<file path="src/rtl/core/acdt_pkg.sv">
// Shared types and constants for the adaptive change debounce trigger.
// Used by the top level and the duration history; has no dependencies of its own.
package acdt_pkg;

	typedef enum logic [1:0] {
		OP_QUERY  = 2'd0,
		OP_START  = 2'd1,
		OP_FINISH = 2'd2,
		OP_CLEAR  = 2'd3
	} acdt_op_t;

	typedef enum logic [3:0] {
		ST_IDLE,
		ST_APPLY,
		ST_DUR,
		ST_SUM,
		ST_MUL,
		ST_GRACE,
		ST_SLAST,
		ST_SOLD,
		ST_CMPL,
		ST_CMPO,
		ST_DONE
	} acdt_state_t;

	// Configuration register indexes
	localparam logic [1:0] REG_MAX_WAIT  = 2'd0;
	localparam logic [1:0] REG_SLOW_THR  = 2'd1;
	localparam logic [1:0] REG_GRACE     = 2'd2;

	localparam logic [15:0] MAX_WAIT_RST = 16'd3000;
	localparam logic [15:0] SLOW_THR_RST = 16'd1500;
	localparam logic [15:0] GRACE_RST    = 16'd250;

	localparam int DUR_W = 32;

	// Control from the sequencer to the duration history
	typedef struct packed {
		logic push;
		logic clear;
	} acdt_hist_ctrl_t;

endpackage

</file>
<file path="src/rtl/core/adaptive_change_debounce_trigger_top.sv">
// Top level of the adaptive change debounce trigger: sequencer and state.
// Uses acdt_pkg, acdt_alu (shared add/compare) and acdt_hist (duration ring).
// Sequence: accept, apply, record the duration (a finish after a start only),
//   sum the history, multiply, grace decision, then for a query with a
//   fingerprint the since-last, since-oldest and two compare steps, then done.
// Throughput: one item at a time; the history sum runs through the shared adder,
//   one entry per cycle. A result waiting at the output holds the sequencer in
//   its done state, so the next item is not accepted until it is taken. Reset
//   restores register defaults and clears state at once; the duration ring needs no clearing pass.
module adaptive_change_debounce_trigger_top #(
	parameter int HISTORY_DEPTH = 10,
	parameter int TIME_BITS     = 48
) (
	input  logic        clk,
	input  logic        arst_n,
	input  logic        in_valid,
	output logic        in_stall,
	input  logic [1:0]  opcode,
	input  logic [63:0] fingerprint,
	input  logic        fingerprint_present,
	input  logic [47:0] now_ms,
	output logic        out_valid,
	input  logic        out_stall,
	output logic        generate_res,
	output logic [15:0] grace_in_use_ms,
	input  logic        cfg_we,
	input  logic [1:0]  cfg_index,
	input  logic [15:0] cfg_wdata
);

	localparam int HW    = (HISTORY_DEPTH > 1) ? $clog2(HISTORY_DEPTH) : 1;
	localparam int CW    = $clog2(HISTORY_DEPTH + 1);
	localparam int SUM_W = acdt_pkg::DUR_W + CW;
	localparam int PW    = 17 + CW;
	localparam int AW0   = (TIME_BITS > SUM_W) ? TIME_BITS : SUM_W;
	localparam int AW    = (AW0 > PW) ? AW0 : PW;
	localparam logic [TIME_BITS-1:0] DUR_MAX = TIME_BITS'(33'h0_FFFF_FFFF);

	acdt_pkg::acdt_state_t state_q, state_d;

	// configuration
	logic [15:0] max_wait_q, slow_thr_q, grace_ms_q;

	// latched item
	acdt_pkg::acdt_op_t     op_q;
	logic [63:0]            fp_q;
	logic                   pres_q;
	logic [TIME_BITS-1:0]   now_q;
	logic [63:0]            now_ext;

	// debounce state
	logic [63:0]          last_digest_q;
	logic                 last_digest_valid_q;
	logic [TIME_BITS-1:0] last_change_q, oldest_change_q, job_start_q;
	logic                 pending_q;

	// working registers
	logic [CW-1:0]        idx_q;
	logic                 rd_pend_s1;
	logic [SUM_W-1:0]     acc_q;
	logic [PW-1:0]        prod_q;
	logic [15:0]          grace_q;
	logic [TIME_BITS-1:0] since_last_q, since_old_q;
	logic                 ge_q, gen_q;

	// output register
	logic        out_valid_q, out_gen_q;
	logic [15:0] out_grace_q;

	// shared unit and history
	logic [AW-1:0] alu_a, alu_b, alu_res;
	logic          alu_sub, alu_carry;
	acdt_pkg::acdt_hist_ctrl_t hist_ctrl;
	logic [acdt_pkg::DUR_W-1:0] dur_val, rd_data;
	logic [CW-1:0] hist_count;
	logic          issue, load_out, in_xfer, changed;
	logic [TIME_BITS-1:0] diff_t;
	logic [PW-1:0] prod_d;

	assign now_ext  = {16'd0, now_ms};
	assign in_xfer  = in_valid && !in_stall;
	assign issue    = (state_q == acdt_pkg::ST_SUM) && (idx_q < hist_count);
	assign load_out = (state_q == acdt_pkg::ST_DONE) && (!out_valid_q || !out_stall);
	assign changed  = !last_digest_valid_q || (last_digest_q != fp_q);
	assign diff_t   = alu_carry ? alu_res[TIME_BITS-1:0] : '0;
	assign dur_val  = (diff_t > DUR_MAX) ? DUR_MAX[acdt_pkg::DUR_W-1:0]
	                                     : diff_t[acdt_pkg::DUR_W-1:0];
	assign prod_d   = PW'({1'b0, slow_thr_q} + 17'd1) * PW'(hist_count);

	acdt_alu #(.W(AW)) u_alu (
		.a     (alu_a),
		.b     (alu_b),
		.sub   (alu_sub),
		.res   (alu_res),
		.carry (alu_carry)
	);

	acdt_hist #(.DEPTH(HISTORY_DEPTH), .HW(HW), .CW(CW)) u_hist (
		.clk     (clk),
		.arst_n  (arst_n),
		.ctrl    (hist_ctrl),
		.wr_data (dur_val),
		.rd_addr (idx_q[HW-1:0]),
		.rd_data (rd_data),
		.count   (hist_count)
	);

	// next state
	always_comb begin
		state_d = state_q;
		case (state_q)
			acdt_pkg::ST_IDLE: begin
				if (in_valid) state_d = acdt_pkg::ST_APPLY;
			end
			acdt_pkg::ST_APPLY: begin
				if (op_q == acdt_pkg::OP_FINISH && job_start_q != '0) begin
					state_d = acdt_pkg::ST_DUR;
				end else begin
					state_d = acdt_pkg::ST_SUM;
				end
			end
			acdt_pkg::ST_DUR: state_d = acdt_pkg::ST_SUM;
			acdt_pkg::ST_SUM: begin
				if (!issue && !rd_pend_s1) state_d = acdt_pkg::ST_MUL;
			end
			acdt_pkg::ST_MUL: state_d = acdt_pkg::ST_GRACE;
			acdt_pkg::ST_GRACE: begin
				if (op_q == acdt_pkg::OP_QUERY && pres_q) begin
					state_d = acdt_pkg::ST_SLAST;
				end else begin
					state_d = acdt_pkg::ST_DONE;
				end
			end
			acdt_pkg::ST_SLAST: state_d = acdt_pkg::ST_SOLD;
			acdt_pkg::ST_SOLD:  state_d = acdt_pkg::ST_CMPL;
			acdt_pkg::ST_CMPL:  state_d = acdt_pkg::ST_CMPO;
			acdt_pkg::ST_CMPO:  state_d = acdt_pkg::ST_DONE;
			acdt_pkg::ST_DONE: begin
				if (load_out) state_d = acdt_pkg::ST_IDLE;
			end
			default: state_d = acdt_pkg::ST_IDLE;
		endcase
	end

	// sequencer outputs: operand selection and history control
	always_comb begin
		alu_a           = '0;
		alu_b           = '0;
		alu_sub         = 1'b1;
		hist_ctrl.push  = 1'b0;
		hist_ctrl.clear = 1'b0;
		in_stall        = 1'b1;
		case (state_q)
			acdt_pkg::ST_IDLE: in_stall = 1'b0;
			acdt_pkg::ST_APPLY: hist_ctrl.clear = (op_q == acdt_pkg::OP_CLEAR);
			acdt_pkg::ST_DUR: begin
				alu_a          = AW'(now_q);
				alu_b          = AW'(job_start_q);
				hist_ctrl.push = 1'b1;
			end
			acdt_pkg::ST_SUM: begin
				alu_a   = AW'(acc_q);
				alu_b   = AW'(rd_data);
				alu_sub = 1'b0;
			end
			acdt_pkg::ST_GRACE: begin
				alu_a = AW'(acc_q);
				alu_b = AW'(prod_q);
			end
			acdt_pkg::ST_SLAST: begin
				alu_a = AW'(now_q);
				alu_b = AW'(last_change_q);
			end
			acdt_pkg::ST_SOLD: begin
				alu_a = AW'(now_q);
				alu_b = AW'(oldest_change_q);
			end
			acdt_pkg::ST_CMPL: begin
				alu_a = AW'(since_last_q);
				alu_b = AW'(grace_q);
			end
			acdt_pkg::ST_CMPO: begin
				alu_a = AW'(since_old_q);
				alu_b = AW'(max_wait_q);
			end
			default: ;
		endcase
	end

	always_ff @(posedge clk or negedge arst_n) begin
		if (!arst_n) begin
			state_q    <= acdt_pkg::ST_IDLE;
			max_wait_q <= acdt_pkg::MAX_WAIT_RST;
			slow_thr_q <= acdt_pkg::SLOW_THR_RST;
			grace_ms_q <= acdt_pkg::GRACE_RST;
		end else begin
			state_q <= state_d;
			if (cfg_we) begin
				case (cfg_index)
					acdt_pkg::REG_MAX_WAIT: max_wait_q <= cfg_wdata;
					acdt_pkg::REG_SLOW_THR: slow_thr_q <= cfg_wdata;
					acdt_pkg::REG_GRACE:    grace_ms_q <= cfg_wdata;
					default: ;
				endcase
			end
		end
	end

	// debounce state
	always_ff @(posedge clk or negedge arst_n) begin
		if (!arst_n) begin
			last_digest_q       <= '0;
			last_digest_valid_q <= 1'b0;
			last_change_q       <= '0;
			oldest_change_q     <= '0;
			pending_q           <= 1'b1;
			job_start_q         <= '0;
		end else if (state_q == acdt_pkg::ST_APPLY) begin
			case (op_q)
				acdt_pkg::OP_QUERY: begin
					if (pres_q && changed) begin
						last_digest_q       <= fp_q;
						last_digest_valid_q <= 1'b1;
						last_change_q       <= now_q;
						if (!pending_q) oldest_change_q <= now_q;
						pending_q           <= 1'b1;
					end
				end
				acdt_pkg::OP_START: begin
					job_start_q <= now_q;
					pending_q   <= 1'b0;
				end
				acdt_pkg::OP_FINISH: ;
				acdt_pkg::OP_CLEAR: begin
					last_digest_q       <= '0;
					last_digest_valid_q <= 1'b0;
					last_change_q       <= '0;
					oldest_change_q     <= '0;
					pending_q           <= 1'b1;
					job_start_q         <= '0;
				end
				default: ;
			endcase
		end else if (state_q == acdt_pkg::ST_DUR) begin
			job_start_q <= '0;
		end
	end

	// sequencing counters
	always_ff @(posedge clk or negedge arst_n) begin
		if (!arst_n) begin
			idx_q      <= '0;
			rd_pend_s1 <= 1'b0;
		end else begin
			rd_pend_s1 <= issue;
			if (state_q == acdt_pkg::ST_APPLY) begin
				idx_q <= '0;
			end else if (issue) begin
				idx_q <= idx_q + CW'(1);
			end
		end
	end

	// item latch and working datapath
	always_ff @(posedge clk) begin
		if (in_xfer) begin
			op_q   <= acdt_pkg::acdt_op_t'(opcode);
			fp_q   <= fingerprint;
			pres_q <= fingerprint_present;
			now_q  <= now_ext[TIME_BITS-1:0];
		end
		case (state_q)
			acdt_pkg::ST_APPLY: begin
				acc_q <= '0;
				gen_q <= 1'b0;
			end
			acdt_pkg::ST_SUM: begin
				// accumulate the entry read in the previous cycle
				if (rd_pend_s1) acc_q <= alu_res[SUM_W-1:0];
			end
			acdt_pkg::ST_MUL: prod_q <= prod_d;
			acdt_pkg::ST_GRACE: begin
				// floor(sum / n) > thr  is  sum >= (thr + 1) * n
				grace_q <= (alu_carry && hist_count != '0) ? grace_ms_q : 16'd0;
			end
			acdt_pkg::ST_SLAST: since_last_q <= diff_t;
			acdt_pkg::ST_SOLD: begin
				since_old_q <= (oldest_change_q != '0) ? diff_t : since_last_q;
			end
			acdt_pkg::ST_CMPL: ge_q <= alu_carry;
			acdt_pkg::ST_CMPO: gen_q <= pending_q && (ge_q || alu_carry);
			default: ;
		endcase
	end

	// output register
	always_ff @(posedge clk or negedge arst_n) begin
		if (!arst_n) begin
			out_valid_q <= 1'b0;
		end else if (load_out) begin
			out_valid_q <= 1'b1;
		end else if (!out_stall) begin
			out_valid_q <= 1'b0;
		end
	end

	always_ff @(posedge clk) begin
		if (load_out) begin
			out_gen_q   <= gen_q;
			out_grace_q <= grace_q;
		end
	end

	assign out_valid       = out_valid_q;
	assign generate_res    = out_gen_q;
	assign grace_in_use_ms = out_grace_q;

	a_accept_starts: assert property (@(posedge clk) disable iff (!arst_n)
		in_xfer |=> state_q == acdt_pkg::ST_APPLY)
		else $error("accepted item did not start the sequencer");

	a_count_bound: assert property (@(posedge clk) disable iff (!arst_n)
		hist_count <= CW'(HISTORY_DEPTH))
		else $error("history count beyond depth");

	a_read_in_sum: assert property (@(posedge clk) disable iff (!arst_n)
		rd_pend_s1 |-> state_q == acdt_pkg::ST_SUM)
		else $error("history read left the summing phase");

	a_load_shows: assert property (@(posedge clk) disable iff (!arst_n)
		load_out |=> out_valid && state_q == acdt_pkg::ST_IDLE)
		else $error("finished result not presented");

endmodule

</file>
<file path="src/rtl/core/acdt_alu.sv">
// Shared add/subtract unit of the debounce trigger.
// Subtraction returns carry high when a >= b. Depends on nothing.
module acdt_alu #(
	parameter int W = 48
) (
	input  logic [W-1:0] a,
	input  logic [W-1:0] b,
	input  logic         sub,
	output logic [W-1:0] res,
	output logic         carry
);

	logic [W-1:0] b_op;

	assign b_op = sub ? ~b : b;
	assign {carry, res} = {1'b0, a} + {1'b0, b_op} + {{W{1'b0}}, sub};

endmodule

</file>
<file path="src/rtl/core/acdt_hist.sv">
// Ring of recent job durations with fill count and write head.
// Uses acdt_pkg for the control struct and duration width; read data is registered.
module acdt_hist #(
	parameter int DEPTH = 10,
	parameter int HW    = 4,
	parameter int CW    = 4
) (
	input  logic                     clk,
	input  logic                     arst_n,
	input  acdt_pkg::acdt_hist_ctrl_t ctrl,
	input  logic [acdt_pkg::DUR_W-1:0] wr_data,
	input  logic [HW-1:0]            rd_addr,
	output logic [acdt_pkg::DUR_W-1:0] rd_data,
	output logic [CW-1:0]            count
);

	logic [acdt_pkg::DUR_W-1:0] mem [DEPTH];
	logic [HW-1:0] head_q;
	logic [CW-1:0] count_q;

	always_ff @(posedge clk) begin
		if (ctrl.push) begin
			mem[head_q] <= wr_data;
		end
		rd_data <= mem[rd_addr];
	end

	always_ff @(posedge clk or negedge arst_n) begin
		if (!arst_n) begin
			head_q  <= '0;
			count_q <= '0;
		end else if (ctrl.clear) begin
			head_q  <= '0;
			count_q <= '0;
		end else if (ctrl.push) begin
			// wrap the head at the ring depth
			if (head_q == HW'(DEPTH - 1)) begin
				head_q <= '0;
			end else begin
				head_q <= head_q + HW'(1);
			end
			if (count_q != CW'(DEPTH)) begin
				count_q <= count_q + CW'(1);
			end
		end
	end

	assign count = count_q;

endmodule
</file>
<file path="config.mk">
export PLATFORM = sky130hd
export DESIGN_NAME = adaptive_change_debounce_trigger_top
export DESIGN_NICKNAME = d
export VERILOG_FILES = /design/src/rtl/core/acdt_pkg.sv /design/src/rtl/core/adaptive_change_debounce_trigger_top.sv /design/src/rtl/core/acdt_alu.sv /design/src/rtl/core/acdt_hist.sv
export SDC_FILE = /design/constraint.sdc
export NUM_CORES = 2
export LEC_CHECK = 0
export BUFFER_PORTS_ARGS = -buffer_cell sky130_fd_sc_hd__buf_2
export CORE_MARGIN = 4
export CORE_UTILIZATION = 35
export CTS_CLUSTER_DIAMETER = 30
export DETAILED_ROUTE_END_ITERATION = 8
export GPL_TIMING_DRIVEN = 1
export PLACE_DENSITY = 0.6
export SYNTH_ARGS = -nofsm -noshare
export SYNTH_HDL_FRONTEND = slang
export SYNTH_SLANG_ARGS = --single-unit
export TNS_END_PERCENT = 1
</file>
<file path="constraint.sdc">
create_clock -name clk -period 5.8 [get_ports clk]
set_input_delay 1.16 -clock clk [delete_from_list [all_inputs] [get_ports clk]]
set_output_delay 1.16 -clock clk [all_outputs]
set_load 0.05 [all_outputs]
</file>
==> results.md <==
* CTS Hold Buffers Added at 0
* Yosys top cell area share at between 40% and 50%
* Fmax at 0.176 GHz
* Multi-input logic area at 0.0161 sq mm
* FP Rows at around 130
* Drt total wl at roughly 130 mm
* Drt drc at 0
* Maximum fanout along the worst path at 24
* Yosys top cell by area: edfxtp_1
* Top-count cell post-synth: nand2_1
* Starting Density at 35.4%
* Antenna violations before repair at 6
* CP startpoint kind: flop
* Largest cells by area after synthesis: edfxtp_1, dfrtp_1, nand2_1
* Mean routed wirelength per cell at ~22 um
* Final HPWL DP at a little over 80 mm
* Hold Vio Cnt, Final at 0
* Hold Path Class: input port to asynchronous set/reset pin
* Clk_lat worst skew at 0.80 ns
* Period utilization at a little over nine tenths
* Largest family of logic cells by synthesized area: simple AND/OR/NAND/NOR gates
* Cell Area, Synth at ~0.043 sq mm
* First-pass iteration count of the detailed router at 7
* Syn. warnings at 0
* Layout cells sized above 1 at 22.9%
* CORE AREA at between 0.1 and 0.15 sq mm
* Final setup fails at 0
* Number of global-route vias before repair at ~30000
* Ys async rst share at between 20% and 30%
* Die Area at between 0.1 and 0.15 sq mm
* Syn Area/Cell at around 12 sq um
* Final instance area at approximately 0.054 sq mm
* Synth Net Count at around 3800
* EDFF count, synth at 623
* XOR/XNOR Fraction of Synth Area at about 2.6%
* Post-Place Worst Slack at -0.0995 ns
* Clock Skews at approximately 0.054 ns
* Gpl congestion at just over 0.9
* Fillers at between 10000 and 15000
* Buffers on Ports at ~160
* Post-synthesis compound-gate area fraction at 10.2%
* RSZ-0062 raised after global routing: yes
* CP Class: flop to flop
* IO Pins at approximately 160
* Area growth, synth to finish at 25.2%
* Simple-gate share of the synthesized area at between 10 and 15%
* Nets at ~4000
* Vias per cell at 5.35
* Synthesis-stage register bit count at between 900 and 1000
* Mux contribution to synthesized area at under 10%
* Worst R2R Start: state_q[0]$_DFFE_PN0P_
* Post-Synthesis Cells at approximately 3500
* Total gr overflow at 0
* Distinct cells, synth at 79
* Clock sinks at 931
* Slew headroom at 16.0%
* Worst slew pin tran at 1.25 ns
* Register area at 0.0263 sq mm
* Commonest register cell after synthesis: edfxtp_1
* Largest net degree at the start of global routing at 120
* FF-to-FF setup slack at 0.13 ns
* DR vias at roughly 30000
* Die Span Y at between 300 and 400 um
* Hold slack at 0.361 ns
* Synth cell count leaders: nand2_1, edfxtp_1, dfrtp_1, clkbuf_1, nor2_1
* Post-DRT Antenna Nets at 0
* Worst setup margin at between 0.1 and 0.15 ns
* Reg-to-reg endpoint: u_hist.mem[2][7]$_DFFE_PP_
* Placed cell area at approximately 0.046 sq mm
* Post-Synth Adder-Cell Area at under 10%
* CTS buffer count at approximately 210
* Worst EP required at about 6.3 ns
* Worst-path clk slew at 0.05 ns
* CP Data Arrival Time at 6.14 ns
* Initial DRC Count at a little over 3000
* Root buffer cell: clkbuf_16
* Die span in x at between 300 and 400 um
* Number of cells on the worst reg-to-reg path at 20
* Crit end category: flop
* Gr usage total at between 10% and 20%
* Seq/Total Area, Yosys at approximately three fifths
* First-pass GRT wire length at 189 mm
* Post-route minimum period at 5.67 ns
* Outcome: completed
* Max Slew Vio Count at 0
* H-tree levels at 4
* Clock Path Buffers at 3
* Maxcap violations at 0
* TritonCTS clock tree: yes
==> kinds of logic after synthesis <==
kind of cell | Yosys count
xor gates and xnor gates | 128
DFF | 931
buffers and inverters | 304
AOI/OAI and AO/OA | 633
adders and majority gates | 115
and+or+nand+nor | 1198
muxes | 205
==> timing repair <==
item / CTS / global route
pin swaps: 1 / 5
endpoints found under the setup margin: 31 / 321
setup buffers: 2 / 3
gates cloned: 1 / 1
resized for setup: 5 / 45
==> worst max-delay path: stages (launching register included) <==
cell and delay (ns):
dfrtp_2 0.46, buf_4 0.19, nand4b_1 0.17, bufinv_16 0.26, buf_4 0.23, a22o_1 0.26
a211oi_1 0.29, ha_1 0.37, nand2_1 0.16, nor2_1 0.06, a221o_1 0.37, a2111oi_2 0.42
or3b_1 0.42, o21ai_4 0.22, xor2_1 0.23, nand2_1 0.10, nand4bb_1 0.26, o31ai_4 0.28
buf_12 0.17, buf_12 0.17, nand2_1 0.22
==> state kept, by name, indices dropped and copies added (netlist names), 21 cells and up <==
| register | count |
|---|---|
| u_hist.mem | 320 |
| fp_q | 64 |
| last_digest_q | 64 |
| job_start_q | 48 |
| last_change_q | 48 |
| now_q | 48 |
| oldest_change_q | 48 |
| since_last_q | 48 |
| since_old_q | 48 |
| acc_q | 36 |
| u_hist.rd_data | 32 |
| prod_q | 21 |
==> how the worst max path moves through the flow <==
stage,startpoint,endpoint,slack (ns),cells past startpoint
after global routing,state_q[0]$_DFFE_PN0P_,u_hist.mem[0][0]$_DFFE_PP_,-0.01,20
after global placement,state_q[1]$_DFFE_PN0P_,u_hist.mem[6][15]$_DFFE_PP_,0.03,18
after CTS,state_q[0]$_DFFE_PN0P_,u_hist.mem[0][15]$_DFFE_PP_,0.05,19
after detailed placement,state_q[1]$_DFFE_PN0P_,u_hist.mem[2][15]$_DFFE_PP_,-0.1,18
after floorplan,state_q[3]$_DFFE_PN0P_,u_hist.mem[0][21]$_DFFE_PP_,0.18,21
final,state_q[0]$_DFFE_PN0P_,u_hist.mem[2][7]$_DFFE_PP_,0.13,20
==> layout make-up <==
| class | instances | share of cell area [%] |
|---|---|---|
| Antenna cell | 1 | 0.00462 |
| Clock buffer | 244 | 10.2 |
| Clock inverter | 152 | 3.59 |
| Inverter | 98 | 0.728 |
| Multi-Input combinational cell | 2280 | 29.8 |
| Sequential cell | 931 | 48.6 |
| Tap cell | 1625 | 3.76 |
| Timing Repair Buffer | 269 | 3.39 |
==> per-layer routing <==
| layer | global-route usage, % | vias to the layer above | wire, um |
|---|---|---|---|
| met1 | 25.9 | 14899 | 53500 |
| met4 | 7.59 | 4 | 4360 |
| li1 | - | 13608 | - |
| met3 | 4.94 | 240 | 10900 |
| met5 | 0 | - | 27 |
| met2 | 29.2 | 1206 | 56700 |
==> cells in the final DEF (no fill, tap or decap), drive strengths merged, types with 54 or more instances in the layout <==
master    n
a211oi   64
a21oi   108
a222oi   59
buf     268
clkbuf  245
clkinv   66
dfrtp   255
edfxtp  623
ha       84
inv     126
mux2    103
mux4     64
nand2   626
nand3b   61
nor2    152
nor2b    98
o21ai   134
o31ai    54
xnor2    62
xor2     66
==> through the flow <==
stage	setup TNS, ns	utilization (%)	instances
detailed placement	-0.993	38.0	5196
global placement	0	38.0	5196
finish	0	44.3	5600
CTS	0	44.1	5595
global route	-0.321	44.3	5599
floorplan	0	-	3514
Power is not shown: default switching activity piles up to over one toggle a cycle in this logic, so the estimate is an artifact.
